===== config.mk =====
export PLATFORM = sky130hd
export DESIGN_NAME = trial_division_prime_test_core
export DESIGN_NICKNAME = d
export VERILOG_FILES = /design/src/rtl/tdp_pkg.sv /design/src/rtl/tdp_ctrl.sv /design/src/rtl/tdp_datapath.sv /design/src/rtl/trial_division_prime_test_core.sv
export SDC_FILE = /design/constraint.sdc
export NUM_CORES = 1
export LEC_CHECK = 0
export ABC_AREA = 1
export BUFFER_PORTS_ARGS = -buffer_cell sky130_fd_sc_hd__buf_2
export CAP_MARGIN = 20
export CORE_MARGIN = 2
export CORE_UTILIZATION = 50
export DETAILED_ROUTE_END_ITERATION = 7
export PLACE_DENSITY_LB_ADDON = 0.08
export SYNTH_ARGS = -nofsm -noshare
export SYNTH_HDL_FRONTEND = slang
export SYNTH_HIERARCHICAL = 1
export SYNTH_SLANG_ARGS = --single-unit

===== constraint.sdc =====
create_clock -name aclk -period 4.21 [get_ports aclk]
set_input_delay 0.6315 -clock aclk [delete_from_list [all_inputs] [get_ports aclk]]
set_output_delay 0.6315 -clock aclk [all_outputs]
set_load 0.05 [all_outputs]

===== src/rtl/tdp_pkg.sv =====
// ----------------------------------------------------------------------------
// Trial division prime test: shared package
// Field widths, the first trial divisor and the command and status bundles
// that pass between the controller and the datapath.
// ----------------------------------------------------------------------------
package tdp_pkg;

    localparam int unsigned CAND_W        = 32;
    localparam int unsigned TALLY_W       = 32;
    localparam int unsigned FIRST_DIVISOR = 2;

    // Commands from the controller to the datapath.
    typedef struct packed {
        logic load_in;    // capture the accepted word and set the first divisor
        logic start_div;  // clear the partial remainder, point at the top bit
        logic div_step;   // one restoring remainder step
        logic next_div;   // advance to the next trial divisor
        logic emit;       // load the result register and update the tally
        logic prime;      // verdict that goes with emit
    } tdp_cmd_t;

    // Status from the datapath to the controller.
    typedef struct packed {
        logic n_small;    // candidate below the first divisor
        logic sq_over;    // divisor squared exceeds the candidate
        logic bit_zero;   // the current step shifts in the lowest bit
        logic rem_zero;   // the divisor leaves no remainder
        logic out_free;   // the result register can take a word this cycle
    } tdp_status_t;

endpackage


===== src/rtl/tdp_ctrl.sv =====
// ----------------------------------------------------------------------------
// Trial division prime test: controller
// Sequences the divisor loop: compare divisor squared, run one remainder
// pass, evaluate, and hand the verdict to the result register.
// ----------------------------------------------------------------------------
module tdp_ctrl (
    input  logic                 aclk,
    input  logic                 aresetn,
    input  logic                 s_tvalid,
    output logic                 s_tready,
    input  tdp_pkg::tdp_status_t status,
    output tdp_pkg::tdp_cmd_t    cmd
);
    import tdp_pkg::*;

    typedef enum logic [2:0] {
        ST_IDLE,
        ST_CHECK,
        ST_DIVIDE,
        ST_EVAL,
        ST_FINISH
    } state_t;

    state_t state_reg;
    logic   ready_reg;
    logic   prime_reg;

    assign s_tready = ready_reg;

    always_comb begin
        cmd           = '0;
        cmd.prime     = prime_reg;
        cmd.load_in   = (state_reg == ST_IDLE) && s_tvalid && ready_reg;
        cmd.start_div = (state_reg == ST_CHECK) && !status.n_small && !status.sq_over;
        cmd.div_step  = (state_reg == ST_DIVIDE);
        cmd.next_div  = (state_reg == ST_EVAL) && !status.rem_zero;
        cmd.emit      = (state_reg == ST_FINISH) && status.out_free;
    end

    always_ff @(posedge aclk) begin
        if (!aresetn) begin
            state_reg <= ST_IDLE;
            ready_reg <= 1'b1;
            prime_reg <= 1'b0;
        end else begin
            case (state_reg)
                ST_IDLE: begin
                    if (s_tvalid && ready_reg) begin
                        ready_reg <= 1'b0;
                        state_reg <= ST_CHECK;
                    end
                end
                ST_CHECK: begin
                    // Zero and one are never prime; otherwise stop once d*d > n.
                    if (status.n_small) begin
                        prime_reg <= 1'b0;
                        state_reg <= ST_FINISH;
                    end else if (status.sq_over) begin
                        prime_reg <= 1'b1;
                        state_reg <= ST_FINISH;
                    end else begin
                        state_reg <= ST_DIVIDE;
                    end
                end
                ST_DIVIDE: begin
                    if (status.bit_zero) begin
                        state_reg <= ST_EVAL;
                    end
                end
                ST_EVAL: begin
                    if (status.rem_zero) begin
                        prime_reg <= 1'b0;
                        state_reg <= ST_FINISH;
                    end else begin
                        state_reg <= ST_CHECK;
                    end
                end
                ST_FINISH: begin
                    if (status.out_free) begin
                        ready_reg <= 1'b1;
                        state_reg <= ST_IDLE;
                    end
                end
                default: begin
                    ready_reg <= 1'b1;
                    state_reg <= ST_IDLE;
                end
            endcase
        end
    end

endmodule


===== src/rtl/tdp_datapath.sv =====
// ----------------------------------------------------------------------------
// Trial division prime test: datapath
// Candidate and divisor registers, a bit-serial restoring remainder unit,
// the prime tally and the result register.
// ----------------------------------------------------------------------------
module tdp_datapath #(
    parameter int unsigned VALUE_BITS = 32
) (
    input  logic                          aclk,
    input  logic                          aresetn,
    input  logic [tdp_pkg::CAND_W-1:0]    cand_in,
    input  logic                          last_in,
    input  tdp_pkg::tdp_cmd_t             cmd,
    output tdp_pkg::tdp_status_t          status,
    output logic                          m_tvalid,
    input  logic                          m_tready,
    output logic [tdp_pkg::CAND_W-1:0]    number_out,
    output logic                          prime_out,
    output logic [tdp_pkg::TALLY_W-1:0]   tally_out
);
    import tdp_pkg::*;

    // Candidate width as used, divisor width and divisor-squared width.
    localparam int unsigned NW = (VALUE_BITS < CAND_W) ? VALUE_BITS : CAND_W;
    localparam int unsigned DW = (NW + 1) / 2 + 2;
    localparam int unsigned SW = 2 * DW;
    localparam int unsigned BW = $clog2(NW);

    logic [NW-1:0]      n_reg;
    logic               last_reg;
    logic [DW-1:0]      d_reg;
    logic [SW-1:0]      sq_reg;
    logic [DW-1:0]      rem_reg, rem_next;
    logic [BW-1:0]      bit_reg;
    logic [DW:0]        trial;
    logic [TALLY_W-1:0] tally_reg, tally_next;
    logic               m_valid_reg;
    logic [CAND_W-1:0]  number_reg;
    logic               prime_reg;
    logic [TALLY_W-1:0] count_reg;

    // Shift in the next candidate bit; subtract the divisor when it fits.
    assign trial = {rem_reg, n_reg[bit_reg]};
    always_comb begin
        if (trial >= {1'b0, d_reg}) begin
            rem_next = DW'(trial - {1'b0, d_reg});
        end else begin
            rem_next = trial[DW-1:0];
        end
    end

    always_comb begin
        tally_next = tally_reg;
        if (cmd.prime && (tally_reg != '1)) begin
            tally_next = tally_reg + TALLY_W'(1);
        end
    end

    assign status.n_small  = (n_reg < NW'(FIRST_DIVISOR));
    assign status.sq_over  = (sq_reg > SW'(n_reg));
    assign status.bit_zero = (bit_reg == '0);
    assign status.rem_zero = (rem_reg == '0);
    assign status.out_free = !m_valid_reg || m_tready;

    assign m_tvalid   = m_valid_reg;
    assign number_out = number_reg;
    assign prime_out  = prime_reg;
    assign tally_out  = count_reg;

    // Working registers carry no reset; the controller loads them first.
    always_ff @(posedge aclk) begin
        if (cmd.load_in) begin
            n_reg    <= cand_in[NW-1:0];
            last_reg <= last_in;
            d_reg    <= DW'(FIRST_DIVISOR);
            sq_reg   <= SW'(FIRST_DIVISOR * FIRST_DIVISOR);
        end else if (cmd.next_div) begin
            // Two, then odd divisors only: an even factor would have shown at two.
            if (d_reg == DW'(FIRST_DIVISOR)) begin
                d_reg  <= DW'(FIRST_DIVISOR + 1);
                sq_reg <= SW'((FIRST_DIVISOR + 1) * (FIRST_DIVISOR + 1));
            end else begin
                d_reg  <= d_reg + DW'(2);
                sq_reg <= sq_reg + (SW'(d_reg) << 2) + SW'(4);
            end
        end

        if (cmd.start_div) begin
            rem_reg <= '0;
            bit_reg <= BW'(NW - 1);
        end else if (cmd.div_step) begin
            rem_reg <= rem_next;
            bit_reg <= bit_reg - BW'(1);
        end

        if (cmd.emit) begin
            number_reg <= CAND_W'(n_reg);
            prime_reg  <= cmd.prime;
            count_reg  <= tally_next;
        end
    end

    always_ff @(posedge aclk) begin
        if (!aresetn) begin
            tally_reg   <= '0;
            m_valid_reg <= 1'b0;
        end else begin
            if (cmd.emit) begin
                tally_reg   <= last_reg ? '0 : tally_next;
                m_valid_reg <= 1'b1;
            end else if (m_tready) begin
                m_valid_reg <= 1'b0;
            end
        end
    end

endmodule


===== src/rtl/trial_division_prime_test_core.sv =====
// Candidates whose divisor loop ends at once (0 to 3) go straight to the result; every
// other candidate gets one remainder pass per trial divisor (2, then odd ones up to sqrt(n)).
// The worst case at 32 bits is about 32768 divisors, each pass run by the one-bit-a-cycle
// remainder unit. One word is in work at a time; the next is taken once the
// result register has been loaded, while that result may still wait on m_tready.
// Reset (aresetn low, synchronous) clears the prime tally and empties the output.
// ----------------------------------------------------------------------------
// Trial division prime test: top level
// Tests each candidate word by trial division and reports the verdict with
// the running prime count of the current range.
// ----------------------------------------------------------------------------
module trial_division_prime_test_core #(
    parameter int unsigned VALUE_BITS = 32
) (
    input  logic        aclk,
    input  logic        aresetn,
    input  logic        s_tvalid,
    output logic        s_tready,
    input  logic [31:0] s_tdata,   // [31:0] candidate
    input  logic        s_tlast,   // last_in_range
    output logic        m_tvalid,
    input  logic        m_tready,
    output logic [63:0] m_tdata,   // [31:0] number, [63:32] primes_in_range
    output logic [0:0]  m_tuser    // [0] is_prime
);
    import tdp_pkg::*;

    tdp_cmd_t           cmd;
    tdp_status_t        status;
    logic [CAND_W-1:0]  number;
    logic               is_prime;
    logic [TALLY_W-1:0] primes_in_range;

    tdp_ctrl u_ctrl (
        .aclk     (aclk),
        .aresetn  (aresetn),
        .s_tvalid (s_tvalid),
        .s_tready (s_tready),
        .status   (status),
        .cmd      (cmd)
    );

    tdp_datapath #(
        .VALUE_BITS (VALUE_BITS)
    ) u_datapath (
        .aclk       (aclk),
        .aresetn    (aresetn),
        .cand_in    (s_tdata),
        .last_in    (s_tlast),
        .cmd        (cmd),
        .status     (status),
        .m_tvalid   (m_tvalid),
        .m_tready   (m_tready),
        .number_out (number),
        .prime_out  (is_prime),
        .tally_out  (primes_in_range)
    );

    assign m_tdata = {primes_in_range, number};
    assign m_tuser = is_prime;

endmodule


# After elaboration in Yosys (flattened, before gate mapping)

Index checks and enable logic that the tools add are counted.

Add/subtract/negate cells: 6
$lt $le $gt $ge: 4
Equality and inequality tests: 11
Mux-type cells: 23
Bitwise operators: 1
Reductions and logical operators: 22

Operator list:

| kind                                                                          | number |
|---|---|
| 32-bit 2-to-1 mux                                                             | 2 |
| 36-bit by 20-bit adder with 36-bit output                                     | 1 |
| 36-bit by 3-bit adder with 36-bit output, second input constant               | 1 |
| 36-bit by 32-bit > comparator with 1-bit output                               | 1 |
| 18-bit 2-to-1 mux                                                             | 2 |
| 36-bit 2-to-1 mux                                                             | 1 |
| 32-bit by 1-bit adder with 32-bit output, second input constant               | 1 |
| 32-bit by 2-bit less-than comparator with 1-bit output, second input constant | 1 |
| 32-bit inequality test, second input constant                                 | 1 |
| 19-bit by 18-bit greater-or-equal comparator with 1-bit output                | 1 |
| 18-bit by 2-bit adder with 18-bit output, second input constant               | 1 |
| 18-bit by 2-bit equality test with 1-bit output, second input constant        | 1 |
| 18-bit zero test                                                              | 1 |
| 3-bit 2-to-1 mux                                                              | 6 |
| 18-bit subtractor                                                             | 1 |
| 3-bit one-hot mux with 5 select lines                                         | 1 |
| 3-bit AND reduction                                                           | 3 |
| 1-bit logical AND                                                             | 8 |
| 1-bit 2-to-1 mux                                                              | 8 |
| 3-bit by 2-bit equality test with 1-bit output, second input constant         | 2 |
| 5-bit by 6-bit less-than comparator with 1-bit output, second input constant  | 1 |
| 2-bit by 1-bit inequality test with 1-bit output, second input constant       | 3 |
| 1-bit binary-select mux with 5-bit select                                     | 1 |
| 5-bit zero test                                                               | 1 |
| 13 further kinds                                                              | 17 |

Bits in registers: 213
Input bits: 37
Output and inout bits: 67
Word-level logic and storage cells: 81

# Longest topological paths before layout

Depth in word-level cells: 4
Mapped depth: 23
Gate-level depth less buffers: 22

# By module

The synthesis kept the hierarchy.

By module, submodules not included:

| module       | instances | cells each | area each (µm²) | sequential area each (µm²) |
|---|---|---|---|---|
| tdp_datapath | 1         | 1709       | 12679.7         | 5104.9 |
| tdp_ctrl     | 1         | 47         | 304.0           | 100.1 |

# Worst setup path after synthesis

Ideal clock, no wire load.

Path type: in2reg
From: input port m_tready
To: register u_datapath.tally_reg[17]
Setup time: 71 ps
Arrival time: 3458 ps
Data required time: 4139 ps
Setup slack: 681 ps
Cell stages on the path: 9
Path buffers: 1
Cell sequence: inv_1 -> nand2_1 -> nand3_1 -> inv_1 -> clkinv_1 -> nor2_1 -> clkbuf_1 -> nand3_1 -> a21oi_1

RTL lines:

| element                | RTL line                             | RTL |
|---|---|---|
| start: declaration     | trial_division_prime_test_core.sv:22 | `input logic m_tready,` |
| end signal: assignment | tdp_datapath.sv:109                  | `tally_reg <= last_reg ? '0 : tally_next;` |
| end: declaration       | tdp_datapath.sv:36                   | `logic [TALLY_W-1:0] tally_reg, tally_next;` |

# Worst setup path after layout

From: register u_datapath.bit_reg[1]
To: register u_datapath.rem_reg[6]

Word-level cells in the longest chain between the ends: 4

RTL lines:

| element                                                                                             | RTL line                               | RTL |
|---|---|---|
| start: declaration                                                                                  | tdp_datapath.sv:34                     | `logic [BW-1:0] bit_reg;` |
| start signal: assignment                                                                            | tdp_datapath.sv:90                     | `bit_reg <= BW'(NW - 1);` |
| start signal: assignment                                                                            | tdp_datapath.sv:93                     | `bit_reg <= bit_reg - BW'(1);` |
| 1-bit binary-select mux with 5-bit select *                                                         | tdp_datapath.sv:43                     | `assign trial = {rem_reg, n_reg[bit_reg]};` |
| 1-bit 2-to-1 mux (not written as such) *                                                            | tdp_datapath.sv:43                     |  |
| 18-bit subtractor or 19-bit by 18-bit greater-or-equal comparator with 1-bit output (tied branches) | tdp_datapath.sv:46, tdp_datapath.sv:45 |  |
| 18-bit 2-to-1 mux *                                                                                 | tdp_datapath.sv:45                     | `if (trial >= {1'b0, d_reg}) begin` |
| end signal: assignment                                                                              | tdp_datapath.sv:92                     | `rem_reg <= rem_next;` |
| end: declaration                                                                                    | tdp_datapath.sv:33                     | `logic [DW-1:0] rem_reg, rem_next;` |

Every way passes the cells marked *; elsewhere a longest branch is shown, timed or not. The select of a mux whose other input is x is not followed.
A chain may end at the register's enable or synchronous reset.

==> out/results.txt <==
initial antenna violation count -> 0
Worst Path Required -> 4.60 ns
reg-to-reg critical path startpoint -> u_datapath/bit_reg[1]
latest clock arrival within the worst-skew pair -> 0.53 ns
final setup TNS -> 0 ns
Tot GR Track Use -> 25.0%
global routing usage on met3 -> 3.85%
cells after synthesis -> 1756
R2R Setup Slk -> 0.89 ns
CP max-delay cell -> dfxtp_1
final hold violations -> 0
Max Clock Skew -> 0.0162 ns
cell chain of the critical path -> clkinv_1 > o211ai_1 > nand3_1 > nand3_1 > nand2_1 > nand2_1 > ha_1 > inv_1 > nand3_1 > nand2_1 > nand3b_1 > nand3_1 > nor2_2 > nand2_1 > nand3_1 > a21oi_1
Worst Setup Path Type -> reg2reg
layout cell share with drive strength beyond 1 -> 11.5%
Slew Viols, Final -> 0
CP Capture Point -> u_datapath/rem_reg[6]
post-synthesis sequential area ratio -> 40.1%
worst-case reg-to-reg path depth -> 16
wire per inst -> 15.5 um
met1 GRT Util -> 34.6%
DP Area -> 0.0138 mm2
largest family of logic cells by synthesized area -> simple AND/OR/NAND/NOR gates
root buf cell -> clkbuf_16
Mapped Area -> 0.0130 mm2
max-cap violations -> 0
type of the tightest min-delay check -> in2reg
Initial DRT Pass Iterations -> 5
routed vias -> 11626
CTS Sinks -> 211
CP dominant cell by count -> nand3_1
residual DRC count -> 0
core area -> 0.0253 mm2
Synth Area in Compound Gates -> 9.74%
area share of xor/xnor cells in the synthesized design -> 2.63%
Tcrit/Tclk final -> 78.8%
DRT iter0 DRCs -> 851
final number of setup-violating endpoints -> 0
worst reg2reg path endpoint -> u_datapath/rem_reg[6]
worst vdd ir -> 0.000413 V
Worst-Margin Slew -> 0.891 ns
Final nets -> 1983
Clock transition at path regs -> 0.06 ns
Layout area overhead -> 12.1%
FP Rows -> 58
Setup Buffers After CTS -> 0
Synth Area in Adders -> 8.79%
synth unique cells -> 47
CTS max path bufs -> 3
area share of and/or/nand/nor cells after synthesis -> 30.2%
critical path startpoint -> u_datapath/bit_reg[1]
global-route wire length before repair -> 54300 um
Async S/R FF share, synth -> 0%
Gates resized, CTS repair -> 0
WL final -> 34200 um
Initial Utilization -> 51.3%
Die W -> 165 um
status -> complete, no violations
min cycle time layout -> 3.32 ns
Critical Path Sink Type -> register
max reg flops -> 35
cts hold-fix bufs -> 0
average cell area after synthesis -> 7.39 um2
Worst EP arrival -> 3.71 ns
crit path max fanout -> 17
PD cells -> 487 mW/mm2
ant diodes -> 0
CTS tree -> yes
Vias/cell -> 5.27
Worst Min Path Start -> s_tdata[15]
HPWL after detailed placement -> 25600 um
Syn Nets -> 1883
met2 usage -> 41.3%
vias in the first global route -> 10696
busiest grt layer -> met2
number of synthesized register bits -> 211
Leak -> 6.48 nW
Final Cell Area -> 0.0146 mm2
die area -> 0.0273 mm2
Post-DRT Antenna Nets -> 0
dominant synthesized flop cell -> dfxtp_1
Ys Warns -> 6
fmax -> 301 MHz
die height -> 165 um
Buffers on Ports -> 103
Startpoint Class -> register
largest net degree at the start of global routing -> 66
RSZ-0062 raised after global routing -> no
CTS buffer count -> 25
gr ovfl total -> 0
H-tree depth -> 1
RD Place Congestion -> 0.918
EDFF count, synth -> 98
headroom to the max-slew limit -> 40.6%
CP max stage delay -> 0.61 ns
mux cell area share after synthesis -> 0%
I/O Pins -> 104
==> stage by stage <==
stage	total power, mW	hold slack, ns	utilization (%)	instances	setup WS, ns
after detailed placement	5.09	0.435	54.4	2159	0.991
after floorplan	4.46	0.426	-	1756	0.681
final	7.09	0.275	57.5	2204	0.892
after global placement	5.06	0.433	54.4	2159	1.06
after global routing	7.58	0.259	57.5	2204	0.567
after CTS	7.12	0.254	57.5	2204	0.965
==> power breakdown <==
part           leakage (nW)  switching, mW  internal (mW)  total (mW)
combinational          4.26           1.69          0.810        2.50
clock                 0.382          0.848           1.16        2.00
sequential             1.83          0.210           2.37        2.58
==> how the worst min path moves through the flow <==
stage / end / slack [ns] / cells past startpoint
floorplan: u_datapath/number_out[20] / 0.43 / 0
global placement: u_datapath/number_out[21] / 0.43 / 0
detailed placement: u_datapath/number_out[27] / 0.43 / 0
CTS: u_datapath/n_reg[15] / 0.25 / 1
global route: u_datapath/n_reg[14] / 0.26 / 1
finish: u_datapath/n_reg[15] / 0.28 / 1
==> cells in the final DEF, fill, tap and decap left out, types with 10 or more instances in the layout <==
cell	count
a21boi_1	10
a21oi_1	147
buf_2	103
buf_4	10
clkbuf_16	25
dfxtp_1	113
edfxtp_1	98
ha_1	88
inv_1	219
inv_2	14
nand2_1	512
nand2_2	22
nand3_1	119
nand3b_1	13
nand4_1	29
nor2_1	136
nor3_1	38
nor4_1	13
o211ai_1	11
o21ai_0	40
xor2_1	32
==> Yosys cell counts, types with 3 or more instances <==
master	n	area [um2]
a21oi_1	147	736
buf_4	5	37.5
xor2_1	32	280
o211ai_1	11	82.6
inv_2	13	48.8
nand2_2	22	138
nor3_2	5	50.1
buf_2	7	35.0
nor2_1	138	518
nand3_1	119	596
nand2_1	512	1920
nand4_1	29	181
nor3_1	39	195
nand3b_1	13	97.6
and2_1	5	31.3
dfxtp_1	113	2260
o21ai_0	40	200
a21boi_1	10	75.1
inv_1	220	826
clkinv_1	4	15.0
ha_1	88	1100
a21boi_0	4	30.0
or2_2	3	18.8
buf_1	3	11.3
edfxtp_1	98	2940
xnor2_1	7	61.3
clkbuf_1	19	71.3
nor2_4	3	33.8
buf_6	5	56.3
a21oi_2	7	61.3
nor4_1	13	81.3
==> cell type report <==
| cell class | instances | area (um2) |
|---|---|---|
| Clock inverter | 14 | 78.8 |
| Tap cell | 330 | 413 |
| Sequential cell | 211 | 5200 |
| Fill cell | 2448 | 10800 |
| Timing Repair Buffer | 113 | 591 |
| Inverter | 238 | 896 |
| Multi-Input combinational cell | 1267 | 6680 |
| Clock buffer | 31 | 688 |
==> metal layers <==
layer / up-vias / part of all wire, %
met4: 0 / 2.2
met3: 50 / 6.3
met5: - / 0
met2: 302 / 45
met1: 5309 / 47
li1: 5965 / -
==> critical path, delay by kind of cell, from the launching register on <==
kind	cells	cell delay, ns
compound gates	2	0.27
fa+ha+maj	1	0.19
buf+inv	2	0.44
flops	1	0.61
simple gates	11	1.66
==> cells by family (layout without fill, tap and decap cells) <==
| logic type | Yosys count | in the layout |
|---|---|---|
| AOI/OAI and AO/OA | 230 | 230 |
| buffers and inverters | 278 | 396 |
| xor gates and xnor gates | 39 | 39 |
| adders and majority gates | 90 | 90 |
| DFF | 211 | 211 |
| and+or+nand+nor | 908 | 908 |
Note: power is estimated with default switching activity, not from simulation.
